File: config.mk
export PLATFORM = sky130hd
export DESIGN_NAME = array_linked_list_engine
export DESIGN_NICKNAME = d
export VERILOG_FILES = /design/src/hw/rtl/all_pkg.sv /design/src/hw/rtl/all_datapath.sv /design/src/hw/rtl/all_ctrl.sv /design/src/hw/rtl/array_linked_list_engine.sv
export SDC_FILE = /design/constraint.sdc
export NUM_CORES = 1
export LEC_CHECK = 0
export BUFFER_PORTS_ARGS = -buffer_cell sky130_fd_sc_hd__buf_2
export CAP_MARGIN = 20
export CORE_ASPECT_RATIO = 1.2
export CORE_MARGIN = 2
export CORE_UTILIZATION = 50
export DETAILED_ROUTE_END_ITERATION = 10
export PLACE_DENSITY = 0.66
export RECOVER_POWER = 50
export SYNTH_ARGS = -nofsm -noshare
export SYNTH_HDL_FRONTEND = slang
export SYNTH_SLANG_ARGS = --single-unit
File: constraint.sdc
create_clock -name clk -period 5.2 [get_ports clk]
set_input_delay 0.52 -clock clk [delete_from_list [all_inputs] [get_ports clk]]
set_output_delay 0.52 -clock clk [all_outputs]
set_load 0.05 [all_outputs]
File: src/hw/rtl/all_pkg.sv
// shared types and constants for the array linked list engine
// no dependencies
package all_pkg;

    localparam int DEPTH_DEF = 16;

    typedef enum logic [2:0] {
        OP_INS_HEAD = 3'd0,
        OP_INS_TAIL = 3'd1,
        OP_INS_POS  = 3'd2,
        OP_DEL_HEAD = 3'd3,
        OP_DEL_TAIL = 3'd4,
        OP_DEL_POS  = 3'd5,
        OP_SEARCH   = 3'd6,
        OP_READOUT  = 3'd7
    } op_t;

    typedef enum logic [2:0] {
        ST_OK    = 3'd0,
        ST_FULL  = 3'd1,
        ST_EMPTY = 3'd2,
        ST_RANGE = 3'd3,
        ST_NFND  = 3'd4
    } status_t;

    typedef enum logic [3:0] {
        S_IDLE,
        S_INIT,
        S_DECIDE,
        S_RDCUR,
        S_WALK,
        S_LINK,
        S_EMIT,
        S_ROUT
    } state_t;

    // controller to datapath
    typedef struct packed {
        logic    init_step;   // write reset link for init index
        logic    load;        // capture request
        logic    rd_cur;      // read value and link at cur
        logic    advance;     // prev <= cur, cur <= next, count++
        logic    do_update;   // apply the op's link changes
        logic    set_res;     // capture a result
        status_t res_status;
        logic    res_value;   // result carries value read
        logic    res_fpos;    // result carries count
        logic    res_last;
    } dp_cmd_t;

    // datapath to controller
    typedef struct packed {
        logic init_done;
        logic list_empty;
        logic pool_full;
        logic cur_nil;
        logic next_nil;
        logic match;
        logic count_hit;    // count + 1 == position (walk target reached)
        logic pos_hit;      // count == position
        logic count_max;    // count + 1 == depth
        logic head_only;    // cur's link is null (the head's right after load)
        logic pos_zero;
        op_t  op;
    } dp_stat_t;

endpackage

File: src/hw/rtl/all_datapath.sv
// node pool, free list pointers and walk registers
// depends on all_pkg
module all_datapath #(
    parameter int DEPTH = all_pkg::DEPTH_DEF
) (
    input  logic             clk,
    input  logic             rst_n,
    input  all_pkg::dp_cmd_t cmd,
    output all_pkg::dp_stat_t stat,
    input  logic [2:0]       in_op,
    input  logic [31:0]      in_value,
    input  logic [5:0]       in_position,
    output logic [2:0]       res_status,
    output logic [31:0]      res_value,
    output logic [5:0]       res_fpos,
    output logic             res_last
);
    import all_pkg::*;

    localparam int AW = $clog2(DEPTH) + 1;   // extra bit marks null
    localparam int IW = $clog2(DEPTH);
    localparam logic [AW-1:0] NIL = {AW{1'b1}};

    logic [31:0]   values_mem [DEPTH];
    logic [AW-1:0] links_mem  [DEPTH];

    logic [AW-1:0] head_reg, free_reg, cur_reg, prev_reg, nxt_reg, newn_reg;
    logic [31:0]   val_rd_reg, v_reg;
    logic [5:0]    pos_reg;
    logic [6:0]    count_reg;
    op_t           op_reg;
    logic [IW-1:0] init_reg;
    logic          init_done_reg;
    logic [AW-1:0] free_link_reg;
    logic          splice_reg;
    logic [IW-1:0] splice_addr_reg;
    logic [AW-1:0] splice_link_reg;

    logic cur_ok;
    logic at_front;
    assign cur_ok   = (cur_reg != NIL);
    // positional insert at position zero behaves as insert at head
    assign at_front = (op_reg == OP_INS_POS) && (pos_reg == 6'd0);

    // memory port: one write per cycle
    logic          we;
    logic [IW-1:0] wa;
    logic [AW-1:0] wd;
    logic          vwe;
    logic [IW-1:0] vwa;
    logic [6:0]    depth_m1;
    assign depth_m1 = 7'(DEPTH - 1);

    always_comb
    begin
        we  = 1'b0;
        wa  = '0;
        wd  = NIL;
        vwe = 1'b0;
        vwa = newn_reg[IW-1:0];
        if (cmd.init_step)
        begin
            we = 1'b1;
            wa = init_reg;
            wd = (7'(init_reg) == depth_m1) ? NIL : AW'(init_reg) + AW'(1);
        end
        else if (cmd.do_update)
        begin
            case (op_reg)
                OP_INS_HEAD:
                begin
                    we = 1'b1; wa = newn_reg[IW-1:0]; wd = head_reg; vwe = 1'b1;
                end
                OP_INS_TAIL:
                begin
                    we = 1'b1; wa = newn_reg[IW-1:0]; wd = NIL; vwe = 1'b1;
                end
                OP_INS_POS:
                begin
                    we = 1'b1; wa = newn_reg[IW-1:0]; vwe = 1'b1;
                    wd = at_front ? head_reg : nxt_reg;
                end
                default:
                begin
                    // deletes push cur onto the free list
                    we = 1'b1; wa = cur_reg[IW-1:0]; wd = free_reg;
                end
            endcase
        end
    end

    // second link write (predecessor splice) lands the cycle after the update
    logic          we2;
    logic [IW-1:0] wa2;
    logic [AW-1:0] wd2;
    always_comb
    begin
        we2 = 1'b0;
        wa2 = cur_reg[IW-1:0];
        wd2 = newn_reg;
        if (cmd.do_update)
        begin
            case (op_reg)
                OP_INS_TAIL:
                begin
                    we2 = cur_ok; wa2 = cur_reg[IW-1:0]; wd2 = newn_reg;
                end
                OP_INS_POS:
                begin
                    we2 = cur_ok && !at_front; wa2 = cur_reg[IW-1:0]; wd2 = newn_reg;
                end
                OP_DEL_TAIL, OP_DEL_POS:
                begin
                    we2 = (prev_reg != NIL); wa2 = prev_reg[IW-1:0];
                    wd2 = (op_reg == OP_DEL_TAIL) ? NIL : nxt_reg;
                end
                default: we2 = 1'b0;
            endcase
        end
    end

    always_ff @(posedge clk)
    begin
        if (we)
            links_mem[wa] <= wd;
        else if (splice_reg)
            links_mem[splice_addr_reg] <= splice_link_reg;
        if (vwe)
            values_mem[vwa] <= v_reg;
        if (cur_ok)
        begin
            val_rd_reg <= values_mem[cur_reg[IW-1:0]];
            nxt_reg    <= links_mem[cur_reg[IW-1:0]];
        end
        else
            nxt_reg <= NIL;
        if (free_reg != NIL)
            free_link_reg <= links_mem[free_reg[IW-1:0]];
        else
            free_link_reg <= NIL;
    end

    // walk pointer registers
    always_ff @(posedge clk or negedge rst_n)
    begin
        if (!rst_n)
        begin
            head_reg        <= NIL;
            free_reg        <= '0;
            cur_reg         <= NIL;
            prev_reg        <= NIL;
            newn_reg        <= NIL;
            count_reg       <= '0;
            op_reg          <= OP_INS_HEAD;
            init_reg        <= '0;
            init_done_reg   <= 1'b0;
            splice_reg      <= 1'b0;
            splice_addr_reg <= '0;
            splice_link_reg <= NIL;
        end
        else
        begin
            splice_reg      <= we2;
            splice_addr_reg <= wa2;
            splice_link_reg <= wd2;
            if (cmd.init_step)
            begin
                init_reg <= init_reg + IW'(1);
                if (7'(init_reg) == depth_m1)
                    init_done_reg <= 1'b1;
            end
            if (cmd.load)
            begin
                op_reg    <= op_t'(in_op);
                cur_reg   <= head_reg;
                prev_reg  <= NIL;
                count_reg <= '0;
                newn_reg  <= free_reg;
            end
            if (cmd.advance)
            begin
                prev_reg  <= cur_reg;
                cur_reg   <= nxt_reg;
                count_reg <= count_reg + 7'd1;
            end
            if (cmd.do_update)
            begin
                case (op_reg)
                    OP_INS_HEAD:
                    begin
                        head_reg <= newn_reg; free_reg <= free_link_reg;
                    end
                    OP_INS_TAIL, OP_INS_POS:
                    begin
                        free_reg <= free_link_reg;
                        if (!cur_ok || at_front)
                            head_reg <= newn_reg;
                    end
                    OP_DEL_HEAD:
                    begin
                        head_reg <= nxt_reg; free_reg <= cur_reg;
                    end
                    default:
                    begin
                        // removing the first node moves the head on
                        free_reg <= cur_reg;
                        if (prev_reg == NIL)
                            head_reg <= nxt_reg;
                    end
                endcase
            end
        end
    end

    always_ff @(posedge clk)
    begin
        if (cmd.load)
        begin
            v_reg   <= in_value;
            pos_reg <= in_position;
        end
        if (cmd.set_res)
        begin
            res_status <= cmd.res_status;
            res_value  <= cmd.res_value ? val_rd_reg : 32'd0;
            res_fpos   <= cmd.res_fpos ? count_reg[5:0] : 6'd0;
            res_last   <= cmd.res_last;
        end
    end

    always_comb
    begin
        stat.init_done  = init_done_reg;
        stat.list_empty = (head_reg == NIL);
        stat.pool_full  = (free_reg == NIL);
        stat.cur_nil    = !cur_ok;
        stat.next_nil   = (nxt_reg == NIL);
        stat.match      = (val_rd_reg == v_reg);
        stat.count_hit  = ((count_reg + 7'd1) == {1'b0, pos_reg});
        stat.pos_hit    = (count_reg == {1'b0, pos_reg});
        stat.count_max  = ((count_reg + 7'd1) == 7'(DEPTH));
        stat.head_only  = (nxt_reg == NIL);
        stat.pos_zero   = (pos_reg == 6'd0);
        stat.op         = op_reg;
    end

endmodule

File: src/hw/rtl/all_ctrl.sv
// request sequencer: walks the list and issues datapath commands
// depends on all_pkg
module all_ctrl (
    input  logic               clk,
    input  logic               rst_n,
    input  logic               in_valid,
    output logic               in_stall,
    input  logic               res_taken,
    output logic               res_valid,
    input  all_pkg::dp_stat_t  stat,
    output all_pkg::dp_cmd_t   cmd
);
    import all_pkg::*;

    state_t state_reg, state_next;
    logic   res_valid_reg, res_valid_next;

    always_ff @(posedge clk or negedge rst_n)
    begin
        if (!rst_n)
        begin
            state_reg     <= S_INIT;
            res_valid_reg <= 1'b0;
        end
        else
        begin
            state_reg     <= state_next;
            res_valid_reg <= res_valid_next;
        end
    end

    assign res_valid = res_valid_reg;
    assign in_stall  = (state_reg != S_IDLE);

    task automatic emit(input status_t s, input logic v, input logic f, input logic l);
        cmd.set_res    = 1'b1;
        cmd.res_status = s;
        cmd.res_value  = v;
        cmd.res_fpos   = f;
        cmd.res_last   = l;
        res_valid_next = 1'b1;
    endtask

    always_comb
    begin
        logic free_out;
        free_out       = !res_valid_reg || res_taken;
        cmd            = '0;
        cmd.res_status = ST_OK;
        state_next     = state_reg;
        res_valid_next = res_valid_reg && !res_taken;
        case (state_reg)
            S_INIT:
            begin
                cmd.init_step = 1'b1;
                if (stat.init_done)
                begin
                    cmd.init_step = 1'b0;
                    state_next    = S_IDLE;
                end
            end
            S_IDLE:
            begin
                if (in_valid)
                begin
                    cmd.load   = 1'b1;
                    state_next = S_RDCUR;
                end
            end
            S_RDCUR:
            begin
                // link and value of cur become visible next cycle
                state_next = S_DECIDE;
            end
            S_DECIDE:
            begin
                state_next = S_EMIT;
                case (stat.op)
                    OP_INS_HEAD:
                        if (!stat.pool_full) state_next = S_LINK;
                    OP_INS_TAIL:
                        if (!stat.pool_full)
                        begin
                            if (!stat.cur_nil && !stat.next_nil && !stat.count_max)
                            begin
                                cmd.advance = 1'b1; state_next = S_RDCUR;
                            end
                            else state_next = S_LINK;
                        end
                    OP_INS_POS:
                        if (!stat.pool_full)
                        begin
                            if (stat.pos_zero)
                                state_next = S_LINK;
                            else if (stat.cur_nil)
                                state_next = S_EMIT;
                            else if (!stat.count_hit)
                            begin
                                cmd.advance = 1'b1; state_next = S_RDCUR;
                            end
                            else state_next = S_LINK;
                        end
                    OP_DEL_HEAD:
                        if (!stat.list_empty) state_next = S_LINK;
                    OP_DEL_TAIL:
                        if (!stat.list_empty)
                        begin
                            if (!stat.next_nil && !stat.count_max)
                            begin
                                cmd.advance = 1'b1; state_next = S_RDCUR;
                            end
                            else state_next = S_LINK;
                        end
                    OP_DEL_POS:
                        if (!stat.list_empty)
                        begin
                            if (stat.cur_nil)
                                state_next = S_EMIT;
                            else if (!stat.pos_hit)
                            begin
                                cmd.advance = 1'b1; state_next = S_RDCUR;
                            end
                            else state_next = S_LINK;
                        end
                    OP_SEARCH:
                        if (!stat.cur_nil && !stat.match)
                        begin
                            if (!stat.count_max)
                            begin
                                cmd.advance = 1'b1; state_next = S_RDCUR;
                            end
                        end
                    default:
                        state_next = stat.list_empty ? S_EMIT : S_ROUT;
                endcase
            end
            S_LINK:
            begin
                if (free_out)
                begin
                    cmd.do_update = 1'b1;
                    emit(ST_OK, 1'b0, 1'b0, 1'b1);
                    state_next = S_IDLE;
                end
            end
            S_EMIT:
            begin
                if (free_out)
                begin
                    state_next = S_IDLE;
                    case (stat.op)
                        OP_INS_HEAD, OP_INS_TAIL:
                            emit(ST_FULL, 1'b0, 1'b0, 1'b1);
                        OP_INS_POS:
                            emit(stat.pool_full ? ST_FULL : ST_RANGE, 1'b0, 1'b0, 1'b1);
                        OP_DEL_HEAD, OP_DEL_TAIL:
                            emit(ST_EMPTY, 1'b0, 1'b0, 1'b1);
                        OP_DEL_POS:
                            emit(stat.list_empty ? ST_EMPTY : ST_RANGE, 1'b0, 1'b0, 1'b1);
                        OP_SEARCH:
                            if (!stat.cur_nil && stat.match)
                                emit(ST_OK, 1'b0, 1'b1, 1'b1);
                            else
                                emit(ST_NFND, 1'b0, 1'b0, 1'b1);
                        default:
                            emit(ST_EMPTY, 1'b0, 1'b0, 1'b1);
                    endcase
                end
            end
            S_ROUT:
            begin
                // value and link of cur are valid here
                if (free_out)
                begin
                    if (stat.next_nil || stat.count_max)
                    begin
                        emit(ST_OK, 1'b1, 1'b0, 1'b1);
                        state_next = S_IDLE;
                    end
                    else
                    begin
                        emit(ST_OK, 1'b1, 1'b0, 1'b0);
                        cmd.advance = 1'b1;
                        state_next  = S_WALK;
                    end
                end
            end
            S_WALK:
                state_next = S_ROUT;
            default:
                state_next = S_IDLE;
        endcase
    end

endmodule

File: src/hw/rtl/array_linked_list_engine.sv
// top level of the array linked list engine: controller plus node pool datapath
// depends on all_pkg, all_ctrl, all_datapath
//
// channel   direction  handshake           payload
// request   in         valid / stall       op, item_value, position
// result    out        res_valid/res_stall status, out_value, found_position, last
//
// a request walks the node pool link by link, each link taking one read of
// the link memory (S_RDCUR) and one decide step (S_DECIDE); a readout
// alternates emitting an element (S_ROUT) with a step to the next (S_WALK).
// after reset a sweep over all DEPTH nodes writes the free chain; requests stall meanwhile.
// the result register holds while res_stall is high and the walk waits on it.
module array_linked_list_engine #(
    parameter int DEPTH = all_pkg::DEPTH_DEF
) (
    input  logic        clk,
    input  logic        rst_n,
    input  logic        valid,
    output logic        stall,
    input  logic [2:0]  op,
    input  logic signed [31:0] item_value,
    input  logic [5:0]  position,
    output logic        res_valid,
    input  logic        res_stall,
    output logic [2:0]  status,
    output logic signed [31:0] out_value,
    output logic [5:0]  found_position,
    output logic        last
);
    import all_pkg::*;

    dp_cmd_t  cmd;
    dp_stat_t stat;
    logic     taken;
    logic [31:0] value_u;

    assign taken = res_valid && !res_stall;

    all_ctrl u_ctrl (
        .clk       (clk),
        .rst_n     (rst_n),
        .in_valid  (valid),
        .in_stall  (stall),
        .res_taken (taken),
        .res_valid (res_valid),
        .stat      (stat),
        .cmd       (cmd)
    );

    all_datapath #(.DEPTH(DEPTH)) u_dp (
        .clk         (clk),
        .rst_n       (rst_n),
        .cmd         (cmd),
        .stat        (stat),
        .in_op       (op),
        .in_value    (item_value),
        .in_position (position),
        .res_status  (status),
        .res_value   (value_u),
        .res_fpos    (found_position),
        .res_last    (last)
    );

    assign out_value = value_u;

    // a result is only overwritten once taken
    assert property (@(posedge clk) disable iff (!rst_n)
        res_valid && res_stall |=> res_valid && $stable(status) && $stable(out_value))
        else $error("result changed while stalled");

    // a request is never accepted while a walk is in progress
    assert property (@(posedge clk) disable iff (!rst_n)
        cmd.load |-> !$past(cmd.advance) && !cmd.do_update)
        else $error("request loaded during a walk");

    // the pool is never both full and empty of list nodes
    assert property (@(posedge clk) disable iff (!rst_n)
        stat.init_done |-> !(stat.pool_full && stat.list_empty))
        else $error("pool bookkeeping lost a node");

endmodule

Word-level counts from Yosys, hierarchy flattened --
Memory sizes are Yosys's and may differ from the RTL's. A register that Yosys moved wholly into a read port is not among the register bits. Index checks and enable logic that the tools add are counted.
Word-level totals: memories 2, bits in writable memories 592, register bits 135, word-level logic and storage cells 189
Operators by class: mux-type cells 96, add/sub/neg operators 3, eq/ne operators 30, reductions and logical operators 38
Memories:
- u_dp.values_mem | words 16, bits a word 32, read ports 1, clocked after memory_dff 1, wr ports 1, line all_datapath.sv:24 | logic [31:0] values_mem [DEPTH];
- u_dp.links_mem | words 16, bits a word 5, read ports 2, clocked after memory_dff 2, wr ports 1, line all_datapath.sv:25 | logic [AW-1:0] links_mem [DEPTH];
Operators with widths (number):
- $mux 5 | 15
- $mux 4 | 17
- $pmux 4 s7 | 2
- $mux 1 | 39
- $eq 32x32->1 | 1
- $pmux 5 s3 | 2
- $mux 7 | 4
- $pmux 7 s4 | 1
- $mux 3 | 7
- $pmux 7 s3 | 1
- $eq 5x5->1 const B | 4
- $eq 4x3->1 const B | 4
- $ne 5x5->1 const B | 3
- $eq 7x6->1 | 2
- $logic_not 1->1 | 10
- $eq 3x3->1 const B | 3
- $logic_and 1x1->1 | 9
- $eq 4x2->1 const B | 2
- $mux 8 | 1
- $ne 2x1->1 const B | 4
- $reduce_bool 4->1 | 2
- $reduce_or 2->1 | 4
- $add 7x1->7 const B | 1
- $eq 7x5->1 const B | 1
- 22 further kinds | 28

Longest topological paths before layout --
Gate-level depths: netlist of run 1.
word-level depth 11, gate-level depth with buffers 10, gate-level depth less buffers 8

Cells and area by module --
From an unflattened synthesis of run 1, not the netlist that was laid out.
Unflattened totals: cell total of the unflattened synthesis 1553, area total of the unflattened synthesis 30944.7 um2
By module, submodules not included:
- all_datapath | sequential area each 22622.9 um2, times used 1, area an instance 30321.6 um2, cells each 1464
- all_ctrl | sequential area each 101.3 um2, times used 1, area an instance 609.3 um2, cells each 88
- array_linked_list_engine | sequential area each 0.0 um2, times used 1, area an instance 13.8 um2, cells each 1

Worst setup path before layout of run 1 --
No wires, ideal clock.
kind reg2reg, from register u_ctrl.res_valid_reg, in the netlist u_ctrl.res_valid, to memory u_dp.values_mem[12][0] (enable), path slack 897 ps, required time 4739 ps, cell stages (with the launch flop) 7, buffers on the path 1, arrival time 3842 ps, cells stage by stage dfrtp_1 nand2_1 nand2_1 nor2_1 clkbuf_1 nand4_1 nor3_1
Between the ends: longest elaborated chain between the ends 8, elaborated cells between the ends (all ways) 9
RTL lines:
- start, declared | line all_ctrl.sv:16 | logic res_valid_reg, res_valid_next;
- start signal, assigned | line all_ctrl.sv:28 | res_valid_reg <= res_valid_next;
- $logic_not 1->1 or $logic_and 1x1->1 (tied branches) | line all_ctrl.sv:47, array_linked_list_engine.sv:37
- $logic_or 1x1->1 * | line all_ctrl.sv:47 | free_out = !res_valid_reg || res_taken;
- $mux 8 * | line all_ctrl.sv:139 | if (free_out)
- $mux 1 * | line all_ctrl.sv:52 | case (state_reg)
- $mux 1 * | line all_datapath.sv:67 | else if (cmd.do_update)
- $mux 1 * | line all_datapath.sv:61 | if (cmd.init_step)
- $mux 1 * | line all_datapath.sv:128 | if (vwe)
- $mux 1 (implied by the code) * | line all_datapath.sv:129 | values_mem[vwa] <= v_reg;
- end, declared | line all_datapath.sv:24
Every way passes the cells marked *; elsewhere a longest branch is shown, timed or not.

Worst setup path in the final report of run 1 --
from register u_dp.cur_reg[2], to register u_dp.cur_reg[3]
Between the ends: longest elaborated chain between the ends 8, elaborated cells between the ends (all ways) 16
RTL lines:
- start, declared | line all_datapath.sv:27 | logic [AW-1:0] head_reg, free_reg, cur_reg, prev_reg, nxt_reg, newn_reg;
- start signal, assigned | line all_datapath.sv:175 | cur_reg <= head_reg;
- start signal, assigned | line all_datapath.sv:183 | cur_reg <= nxt_reg;
- $ne 5x5->1 * | line all_datapath.sv:41 | assign cur_ok = (cur_reg != NIL);
- via u_dp.cur_ok | line all_datapath.sv:39 | logic cur_ok;
- $logic_and 1x1->1 (2 in a row) | line all_ctrl.sv:84 | if (!stat.cur_nil && !stat.next_nil && !stat.count_max)
- $mux 1 | line all_ctrl.sv:84
- $mux 1 | line all_ctrl.sv:82 | if (!stat.pool_full)
- $pmux 1 s5 * | line all_ctrl.sv:78 | case (stat.op)
- $pmux 1 s2 * | line all_ctrl.sv:52
- $mux 5 or $reduce_bool 2->1 (tied branches)
The timed path passes the listed nets; every way through them passes the cells marked *. A chain may end at the register's enable or synchronous reset.

==> impl_metrics.csv, run 1 <==
group,metric,value,unit
run_status,status,"finished with violations",
run_status,violations,"capacitance limit, slew limit",
timing,rsz0062_at_grt,"no",
die,core-area,60700,um^2
run,cap_violations,3,
worst_setup_path,worstPathCellList,"and4_1 > and2_0 > clkinv_1 > buf_4 > nand3_1 > o31ai_2 > buf_4 > nor2_1 > mux2_2",
final_layout,drive_above_1_share,25.4,%
die,die_w,230,um
yosys,synth.avg_cell_area,19.6,um^2
final_layout,postLayoutCellArea,34500,um^2
timing,fin_skew,0.0223,ns
worst_setup_path,path_max_fanout,36,
route,drtIter0Drc,1785,
worst_setup_path,cp-end-kind,"flop",
worst_setup_path,cp_slowest_cell,"dfstp_1",
final_layout,largest_reg_flops,512,
clock_network,root_buffer,"clkbuf_16",
route,wirelength,71200,um
timing,timing.fmax,233,MHz
power,powerDensity,537,nW/um^2
power,p_leak,11.0,nW
final_layout,mostFrequentLayoutCells,"edfxtp_1 (704), mux4_2 (203), nand2_1 (92)",
final_layout,nets,1729,
yosys,syn_area,30700,um^2
timing,worstMarginPinSlew,2.95,ns
route,viasPerCell,6.09,
clock_network,path_clk_slew,0.06,ns
placement,portBuffers,88,
clock_network,hold_buffers,0,
final_layout,largest_register,"u_dp.values_mem",
placement,place_area,32200,um^2
timing,period_share,82.4,%
die,ios,89,
clock_network,post_cts_buffers,0,
clock_network,cts.htree.levels,3,
worst_setup_path,startpoint_type,"flop",
clock_network,clock_latency,0.62,ns
yosys,ys.flop_type,"edfxtp_1",
global_route,antenna_found_initial,0,
clock_network,clock_path_buffers,3,
worst_setup_path,cp_common_cell,"buf_4",
timing,fin_hold_ws,0.0724,ns
die,die_h,275,um
yosys,synth.distinct_cells,61,
die,start_util,50.5,%
yosys,yosys_register_bits,768,
global_route,grt.overflow.total,0,
yosys,syn_inst,1564,
timing,setup-violations-final,0,
placement,dpl.hpwl,38500,um
placement,gp_congestion,0.908,
yosys,ys_async_sr_fraction,7.03,%
yosys,synthesis.nets,1611,
die,rows,99,
final_layout,final_common_cell,"edfxtp_1",
timing,layout_min_cycle_time,4.28,ns
route,avgRoutedWirePerCell,27.9,um
timing,setup_tns,0,ns
timing,slew_violations,115,
min_path,whs_path_depth,1,
route,postRouteAntennaNets,0,
global_route,top_usage_layer,"met2",
clock_network,numCtsBuffers,76,
final_layout,syn_to_final_growth,12.6,%
global_route,grt_use_met1,30.9,%
timing,relSlewSlack,-96.5,%
final_layout,filler_cell_count,4561,
global_route,grt_pass1_vias,15800,
global_route,grt_max_degree,154,
worst_setup_path,cp.arrival,4.81,ns
final_layout,antenna_cells,0,
clock_network,cts_resized,0,
clock_network,cts.sinks,768,
global_route,grt_pass1_wl,105000,um
route,drc,0,
global_route,track_usage,22.8,%
yosys,ys_seq_area_share,74.1,%
route,drt-pass1-iter-count,5,
min_path,hold_path_class,"input port to flop",
global_route,grtUsageMet2,38.1,%
worst_setup_path,max_stage_delay,1.13,ns
die,die_area,63300,um^2
power,irDropWorstVdd,368,uV
route,dr_total_vias,15500,
yosys,yosysWarnings,0,
worst_setup_path,required,5.73,ns
clock_network,cts_tree,"done",
yosys,synth-edff-count,704,
worst_setup_path,worstSetupPathType,"flop to flop",
final_layout,reg.largest.list,"u_dp.values_mem: 512 flops, u_dp.links_mem: 80 flops",
final_layout,post-route-util,56.9,%
timing,hold_viol,0,
worst_setup_path,reg2reg_depth,9,
global_route,grtUsageMet3,3.37,%
-- synth_stat cells, drive strengths merged, types with 11 or more instances --
library cell / count / share of area [%]
dfstp: 26 / 2.2
a21oi: 26 / 0.42
xnor2: 39 / 1.1
and2: 40 / 0.82
nor2: 69 / 0.84
nor3: 13 / 0.21
buf: 40 / 0.60
nand2b: 14 / 0.29
nand3: 12 / 0.20
inv: 11 / 0.13
o21ai: 36 / 0.59
mux4: 203 / 15
dfrtp: 28 / 2.3
edfxtp: 704 / 69
or2: 11 / 0.22
nand4: 12 / 0.24
clkbuf: 45 / 0.55
nand2: 92 / 1.1
-- critical path, delay by kind of cell, from the launching register on --
family                 cells  cell delay [ns]
muxes                      1             0.42
DFF                        1             1.13
and+or+nand+nor            4             1.83
buffers and inverters      3             0.74
AOI/OAI and AO/OA          1             0.07
-- per-layer routing --
| layer | up-vias | share of wire, % |
|---|---|---|
| met1 | 8124 | 40 |
| met3 | 141 | 6.9 |
| met2 | 688 | 50 |
| met5 | - | 0 |
| li1 | 6589 | - |
| met4 | 0 | 2.9 |
-- metrics by stage --
step	worst slack [ns]	std cells	total power (W)
finish	0.916	2550	0.0185
global route	0.710	2550	0.0193
CTS	1.31	2550	0.0187
detailed placement	1.33	2412	0.0133
global placement	1.46	2412	0.0133
floorplan	0.897	1564	0.0118
-- power by group --
| group | switching [W] | leakage [nW] | internal (W) |
|---|---|---|---|
| registers | 0.000728 | 7.10 | 0.00770 |
| clock network | 0.00229 | 1.20 | 0.00312 |
| logic | 0.00260 | 2.71 | 0.00211 |
-- final cells by class --
cell class              count  area [um^2]  area share [%]
clock buffers              93         2020            5.84
clock inverters            45          422            1.22
inverters                  11         41.3           0.120
multi-input cells         700         7660            22.2
flip-flops and latches    768        22700            65.8
well taps                 808         1010            2.93
repair buffers            125          654            1.89
-- worst paths after layout --
path	start	end	slack, ns
worst max-delay path	u_dp.cur_reg[2]	u_dp.cur_reg[3]	0.92
worst min-delay path	item_value[16]	u_dp.v_reg[16]	0.07
worst max register to register	u_dp.cur_reg[2]	u_dp.cur_reg[3]	0.92
worst min register to register	u_dp.newn_reg[4]	u_dp.newn_reg[4]	0.47
max in group asynchronous	rst_n	u_dp.op_reg[0]	2.55
min in group asynchronous	rst_n	u_dp.free_reg[3]	0.96
-- cell families (layout without fill, tap and decap cells) --
group | after synthesis | in the layout | synth area share (%)
muxes | 223 | 223 | 15.6
xor gates and xnor gates | 46 | 46 | 1.31
adders and majority gates | 2 | 2 | 0.0816
AOI/OAI and AO/OA | 135 | 135 | 2.97
DFF | 768 | 768 | 74.1
buffers and inverters | 96 | 274 | 1.28
and+or+nand+nor | 294 | 294 | 4.64
Power figures use the tool's default switching activity.
==> run 2: changes to the inputs <==
- PLACE_DENSITY: 0.66 -> 0.69
- clock period: 5.2 -> 3.6 ns (I/O delays scaled with it)
==> impl_metrics.csv, run 2 (same netlist as run 1, synthesis figures left out) <==
group,metric,value,unit
power,power.total,0.0269,W
worst_setup_path,worst-path-stages,6,
timing,layout_min_cycle_time,3.32,ns
die,start_util,50.5,%
worst_setup_path,cp.arrival,3.58,ns
run_status,violations,"capacitance limit, slew limit",
final_layout,largest_reg_flops,512,
global_route,antenna_found_initial,0,
final_layout,drive_above_1_share,25.7,%
worst_setup_path,r2r-start,"u_dp.cur_reg[0]",
worst_setup_path,cp_common_cell,"nor2_1",
worst_setup_path,cp_slowest_cell,"dfstp_2",
run_status,status,"finished with violations",
route,drtIter0Drc,1599,
global_route,grt_pass1_vias,16400,
global_route,grt_pass1_wl,105000,um
route,drt-pass1-iter-count,5,
timing,rsz0062_at_grt,"no",
global_route,grt_max_degree,60,
worst_setup_path,cp-end-kind,"flop",
die,ios,89,
run,cap_violations,2,
die,die_w,230,um
worst_setup_path,crit_buf_inv,0,
worst_setup_path,required,3.85,ns
route,avgRoutedWirePerCell,26.9,um
final_layout,final_common_cell,"edfxtp_1",
timing,period_share,92.3,%
die,core-area,60700,um^2
placement,gp_congestion,0.912,
worst_setup_path,max_stage_delay,1.26,ns
final_layout,antenna_cells,0,
timing,hold_viol,0,
timing,setup-violations-final,0,
route,postRouteAntennaNets,0,
clock_network,numCtsBuffers,75,
global_route,grt.overflow.total,0,
route,drc,0,
clock_network,cts_tree,"done",
route,viasPerCell,6.02,
die,die_h,275,um
clock_network,cts.htree.levels,3,
power,irDropWorstVdd,499,uV
timing,slew_violations,68,
power,pwr-share-clk,28.5,%
worst_setup_path,startpoint_type,"flop",
power,power_frac_comb,26.4,%
power,p_int,0.0186,W
final_layout,reg.largest.list,"u_dp.values_mem: 512 flops, u_dp.links_mem: 80 flops",
clock_network,clock_latency,0.62,ns
final_layout,syn_to_final_growth,15.1,%
min_path,hold_path_class,"input port to flop",
timing,setup_ws,0.277,ns
timing,fin_skew,0.0266,ns
worst_setup_path,r2r-end,"u_dp.links_mem[5][1]",
clock_network,post_cts_buffers,0,
timing,setup_tns,0,ns
timing,worstMarginPinSlew,2.04,ns
power,power_frac_seq,45.1,%
min_path,hold_end,"u_ctrl.res_valid",
timing,relSlewSlack,-35.8,%
route,dr_total_vias,15800,
power,p_leak,11.3,nW
clock_network,root_buffer,"clkbuf_16",
placement,portBuffers,88,
worst_setup_path,crit_family,"simple AND/OR/NAND/NOR gates",
worst_setup_path,worstSetupPathType,"flop to flop",
min_path,whs_path_depth,3,
clock_network,clock_path_buffers,3,
power,switching_share,30.8,%
route,wirelength,70800,um
worst_setup_path,reg2reg_depth,6,
min_path,min_from,"res_stall",
global_route,track_usage,22.8,%
final_layout,largest_register,"u_dp.values_mem",
timing,timing.fmax,301,MHz
placement,dpl_worst_slack,0.434,ns
final_layout,nets,1808,
clock_network,cts.sinks,768,
power,power.net_switching,0.00830,W
worst_setup_path,worstPathCellList,"nor2b_1 > a21oi_1 > nor2_1 > o22ai_1 > or3_1 > nor2_1",
final_layout,mostFrequentLayoutCells,"edfxtp_1 (704), mux4_2 (203), clkbuf_1 (93)",
die,rows,99,
final_layout,filler_cell_count,4460,
placement,dpl.hpwl,41300,um
timing,fin_hold_ws,0.0826,ns
die,die_area,63300,um^2
worst_setup_path,r2r_setup_slack,0.28,ns
worst_setup_path,path_max_fanout,28,
clock_network,path_clk_slew,0.07,ns
power,powerDensity,764,nW/um^2
## run 2: cell count changes in the layout (fill, tap and decap cells not counted), sizes merged
cell / before / now
dlygate4sd3: 0 / 42
clkinvlp: 1 / 4
clkinv: 35 / 31
bufinv: 7 / 6
buf: 63 / 83
clkbuf: 155 / 173
## run 2: power groups by stage
stage / logic [W] / clock network (W) / registers (W)
after floorplan: 0.00495 / 0 / 0.0122
after detailed placement: 0.00720 / 0 / 0.0123
final: 0.00710 / 0.00769 / 0.0122
after global routing: 0.00758 / 0.00817 / 0.0123
after global placement: 0.00712 / 0 / 0.0123
after CTS: 0.00728 / 0.00782 / 0.0121
## run 2: cell type report
class                      instances  area [um^2]  area share [%]
timing repair buffer             205         1420            4.02
inverter                          11         41.3           0.117
tap                              808         1010            2.87
sequential                       768        22700            64.4
clock buffer                      93         1990            5.63
clock inverter                    43          409            1.16
multi-input combinational        700         7680            21.8
## run 2: worst max path at each step
stage | startpoint | end
after floorplan | u_ctrl.res_valid | u_dp.values_mem[15][0]
after global placement | res_stall | u_dp.links_mem[0][4]
after detailed placement | u_dp.v_reg[9] | u_dp.cur_reg[4]
after CTS | u_dp.v_reg[9] | u_dp.cur_reg[4]
after global routing | u_dp.cur_reg[0] | u_dp.cur_reg[4]
final | u_dp.cur_reg[0] | u_dp.links_mem[5][1]
## run 2: metrics by stage
| step | std cells | cell area, um^2 | utilization [%] |
|---|---|---|---|
| final | 2628 | 35300 | 58.1 |
| after global routing | 2628 | 35300 | 58.1 |
| after CTS | 2628 | 35500 | 58.5 |
| after detailed placement | 2450 | 32700 | 53.8 |
| after global placement | 2450 | 32700 | 53.8 |
| after floorplan | 1564 | 30700 | - |
## run 2: timing repair
action | CTS | global route
hold endpoints to repair | 57 | 0
hold buffers | 42 | 0
resized for setup | 0 | 0
## run 2: layer usage
metal  track usage [%]  wire length (um)  share of wire [%]  vias up
met4              9.02              2220                3.1        0
met2              38.5             36200                 51      638
li1                  -                 -                  -     6731
met3              3.57              4470                6.3      125
met1              30.2             27900                 39     8335
met5                 0                 0                  0        -
## run 2: tightest hold or removal path, stage by stage
cell,delay [ns]
buf_2,0.09
nand2_1,0.09
nand2_1,0.11
